**src/rtl/core/ffba_table.sv**
```systemverilog
// Entry table memory for the allocator: start, length and used mark.
// One write port and one registered read port. Uses no package items.
`timescale 1ns / 1ps
`default_nettype none
module ffba_table #(
    parameter int MAX_ENTRIES = 64,
    parameter int IDX_W = 6
) (
    input  wire              aclk,
    input  wire              wr_en,
    input  wire [IDX_W-1:0]  wr_idx,
    input  wire [31:0]       wr_start,
    input  wire [31:0]       wr_length,
    input  wire              wr_used,
    input  wire [IDX_W-1:0]  rd_idx,
    output logic [31:0]      rd_start,
    output logic [31:0]      rd_length,
    output logic             rd_used
);
    logic [64:0] mem [MAX_ENTRIES];

    always_ff @(posedge aclk) begin
        if (wr_en) begin
            mem[wr_idx] <= {wr_used, wr_length, wr_start};
        end
        {rd_used, rd_length, rd_start} <= mem[rd_idx];
    end
endmodule
`default_nettype wire

```
**config.mk**
```make
export PLATFORM = sky130hd
export DESIGN_NAME = ffba_table
export DESIGN_NICKNAME = d
export VERILOG_FILES = /design/src/rtl/core/ffba_table.sv
export SDC_FILE = /design/constraint.sdc
export NUM_CORES = 2
export LEC_CHECK = 0
export BUFFER_PORTS_ARGS = -buffer_cell sky130_fd_sc_hd__buf_2
export CAP_MARGIN = 25
export CORE_UTILIZATION = 40
export CTS_BUF_LIST = sky130_fd_sc_hd__clkbuf_4 sky130_fd_sc_hd__clkbuf_8
export DETAILED_ROUTE_END_ITERATION = 8
export SYNTH_ARGS = -nofsm -noshare
export SYNTH_HDL_FRONTEND = slang
export SYNTH_MEMORY_MAX_BITS = 65536
export SYNTH_SLANG_ARGS = --single-unit
```
**constraint.sdc**
```tcl
create_clock -name aclk -period 11.3 [get_ports aclk]
set_input_delay 0.565 -clock aclk [delete_from_list [all_inputs] [get_ports aclk]]
set_output_delay 0.565 -clock aclk [all_outputs]
set_load 0.01 [all_outputs]
```
# After elaboration in Yosys (flattened, before gate mapping)
# Memories as Yosys holds them, arrays and structs flattened. A register that Yosys moved wholly into a read port is not among the register bits.
# Cells that the tools add are included.
totals:
  ram_bits: 4160
  ff_bits: 0
  input_bits: 79
  out_inout_bits: 65
  n_memories: 1
classes:
  muxes: 2
memory_table:
  columns: ["name", "words", "width", "rd", "rd_ports_with_merged_regs", "wr", "line_no", "text"]
  rows:
  - ["mem", 64, 65, 1, 1, 1, "20", "logic [64:0] mem [MAX_ENTRIES];"]
op_table:
  columns: ["op", "n"]
  rows:
  - ["$mux 1", 2]

# Depth between registers and ports, before layout
depth:
  depth_word: 2
  depth_mapped: 9
  depth_no_buf: 4

# Least setup slack after synthesis
# Ideal clock, no wire load.
synth_timing:
  path_kind: "input to register"
  startpoint: "in wr_idx[3]"
  endpoint: "mem mem[48][0], enable pin"
  slack_ns: 5.229
  stages: 4
  path_buffers: 1
  arrival_time_ns: 5.504
  path_cell_list: "clkbuf_1 nor2b_1 nand4b_1 nor3_1"
synth_lines:
  columns: ["element", "line_no", "text"]
  rows:
  - ["start, declared", "11", "input wire [IDX_W-1:0] wr_idx,"]
  - ["end, declared", "20", null]
# Straight into the memory's write port.

# Final worst setup path
layout_timing:
  startpoint: "in wr_idx[2]"
  endpoint: "mem mem[25][40], enable pin"
# Straight into the memory's write port.

==> results.md <==
* Vias in the first global route at 79266
* Area of the multi-input gates at 30760 um^2
* Sequential power share at 54.9%
* Asr flop ratio synth at 0%
* CP endpoint kind: flop
* Clk buf depth at 4
* Synth-to-Final Area Change at 14.31%
* Register area at 126200 um^2
* Worst setup SP type: input port
* Fin crit share at 33.64%
* Die area at 398300 um^2
* Max Slew Vio Count at 0
* H-tree lvl count at 6
* Pwr dens at 175.5 nW/um^2
* Count of different cell masters after synthesis at 27
* Setup Viol. Count Final at 0
* Initial DRC Count at 11111
* Die H at 631.1 um
* Synth Area in Compound Gates at 2.720%
* Worst hold stages at 1
* Row cnt at 230
* Max Cap Viol at 0
* Gr ovfl total at 0
* Worst reg2reg path depth at 4
* Worst EP required at 12150 ps
* NetSw at 7.049 mW
* Fin nets at 7451
* Final HPWL DP at 245700 um
* Mapped Cells at 6606
* GRT Overall Usage at 23.16%
* Clock network fraction of design power at 40.3%
* Final Hold Fails at 0
* Tmin final at 3801 ps
* Post-route antenna net violation count at 0
* Total power at 31.76 mW
* IO Pins at 144
* Number of enable flip-flop cells after synthesis at 4160
* Internal power at 24.71 mW
* DRC at 0
* Drt pass-1 iters at 5
* Via density at 6.009
* Number of buffers added on ports at 143
* Final Util at 46.04%
* Fmax at 263.1 MHz
* Syn nets at 6685
* Adder-Cell Fraction of Synth Area at 0%
* Clock sink total at 4225
* Placer congestion estimate at 0.7857
* Post-Syn Area at 158300 um^2
* Outcome: finished clean
* Sw Share at 22.19%
* Mapped Avg Cell Area at 23.97 um^2
* Max VDD drop at 0.0001238 V
* Cts hold-fix bufs at 11
* Worst min path class: in -> reg
* Final setup TNS at 0 ps
* Initial Util at 40.28%
* WP data arrival at 4650 ps
* Crit Path Class: in -> reg
* Comb power frac at 4.8%
* Area of the core at 393100 um^2
* CTS Buf Count at 670
* Ys Warns at 0
* Static leakage at 56.39 nW
* Post-synthesis mux area share at 15.44%
* Fillers at 32371
* Sequential area share after synthesis at 79.72%
* Slew headroom at 17.76%
* Main combinational cell family by area after synthesis: multiplexers
* Dominant synthesized flop cell: edfxtp_1
* RSZ-0062 raised after global routing: false
* CTS tree: done
* First-pass GRT wire length at 640100 um
* Synth Area in XOR/XNOR at 0%
* Root Driver: clkbuf_8
* Critical Path Fanout Max at 30
* Vias at 78946
* Die X at 631.1 um
* Post-CTS resize count at 0
* Worst slew pin tran at 1234 ps
* Clock latency at the later pin of the worst-skew pair at 1220 ps
* CTS clk-pin slew, worst paths at 60 ps
* Routed wire length at 467700 um
* Synth Area in Simple Gates at 0.9112%
* Antenna violations before repair at 52
* Register bit total from synthesis at 4225
* Pin count of the biggest net entering global routing at 137
* Post-CTS Setup Inserts at 0
* Clock Skew at 61.63 ps
* Share of cells above drive strength 1 at 32.92%
* Avg WL per Cell at 35.60 um
==> cell type report <==
| cell class | instances | area share [%] |
|---|---|---|
| sequential | 4225 | 69.74 |
| antenna | 17 | 0.02351 |
| clock inverter | 246 | 0.8179 |
| timing repair buffer | 471 | 2.398 |
| multi-input combinational | 2004 | 16.99 |
| tap | 5220 | 3.609 |
| clock buffer | 955 | 6.416 |
==> per-stage QoR <==
step | hold slack [ps] | worst slack (ps) | std cells | instance area [um^2]
after CTS | 1.916 | 7480 | 13030 | 179500
after floorplan | 663.9 | 5229 | 6606 | 158300
after detailed placement | 823.9 | 6719 | 11818 | 166300
final | 99.36 | 7499 | 13138 | 181000
after global placement | 818.5 | 6721 | 11805 | 166000
after global routing | 115.4 | 7413 | 13129 | 181000
==> worst paths after layout <==
kind | start | end | slack [ps]
min | wr_start[24] | mem[30][24] | 100
min reg2reg | mem[46][29] | rd_start[29] | 830
max reg2reg | mem[39][21] | rd_start[21] | 9360
max | wr_idx[2] | mem[25][40] | 7500
==> power groups by stage <==
stage / Sequential (mW) / Combinational (mW) / Clock (mW)
after floorplan: 17.7 / 0.802 / 0
after detailed placement: 17.8 / 1.49 / 0
final: 17.4 / 1.54 / 12.8
after global placement: 17.8 / 1.46 / 0
after CTS: 17.4 / 1.49 / 13.0
after global routing: 17.4 / 1.61 / 13.6
==> registers in the layout (all words and copies together) (netlist names) <==
register	count
rd_start	32
rd_length	32
mem	4160
rd_used	1
==> placed cells by master (no fill, tap or decap), types with 4 or more instances in the layout <==
| master | Yosys | layout |
|---|---|---|
| clkinv_2 | 0 | 48 |
| mux4_2 | 1040 | 1040 |
| clkbuf_4 | 0 | 245 |
| nand3_1 | 115 | 114 |
| diode_2 | 0 | 17 |
| dfxtp_1 | 65 | 65 |
| nand2b_2 | 0 | 4 |
| nand3b_1 | 25 | 25 |
| a211oi_1 | 65 | 65 |
| clkinvlp_4 | 0 | 21 |
| inv_8 | 0 | 7 |
| clkinv_1 | 0 | 144 |
| edfxtp_1 | 4160 | 4160 |
| buf_12 | 0 | 72 |
| nand2b_1 | 9 | 5 |
| inv_6 | 0 | 7 |
| or3b_2 | 4 | 4 |
| bufinv_16 | 0 | 7 |
| o211a_1 | 65 | 65 |
| nor2_4 | 0 | 64 |
| dlygate4sd3_1 | 0 | 54 |
| nor2b_4 | 0 | 5 |
| clkbuf_8 | 0 | 710 |
| nor2b_1 | 9 | 4 |
| a22oi_1 | 260 | 260 |
| o22ai_1 | 130 | 130 |
| mux2i_1 | 103 | 103 |
| o221ai_1 | 46 | 46 |
| buf_4 | 37 | 199 |
| buf_16 | 0 | 5 |
| inv_12 | 0 | 7 |
| buf_2 | 186 | 139 |
| nand2_1 | 8 | 6 |
| nor2_1 | 112 | 48 |
==> layer usage <==
| metal | share of wire (%) | GRT usage (%) |
|---|---|---|
| met1 | 38 | 30.84 |
| met2 | 49 | 38.29 |
| met3 | 9.6 | 4.382 |
| met4 | 3.5 | 8.092 |
| met5 | 0.017 | 0 |
==> worst max-delay path, stage by stage <==
cell           delay [ps]
dlygate4sd3_1         530
buf_2                 200
nor2_1                190
nand3_1               580
nor2_4                970
buf_4                 940
buf_4                 460
==> kinds of logic after synthesis <==
logic type | Yosys count
AO/OA/AOI/OAI | 566
multiplexers | 1143
buffers and inverters | 377
AND/OR/NAND/NOR | 295
flip-flops | 4225
==> cell usage after synthesis (65+ instances only) <==
cell	number	area, um^2
a211oi_1	65	488.0
a22oi_1	260	1952
buf_2	186	930.9
clkbuf_1	120	450.4
dfxtp_1	65	1301
edfxtp_1	4160	124900
mux2i_1	103	1031
mux4_2	1040	23420
nand3_1	115	575.6
nor2_1	112	420.4
o211a_1	65	650.6
o22ai_1	130	813.3
(Power assumes the default switching activity.)
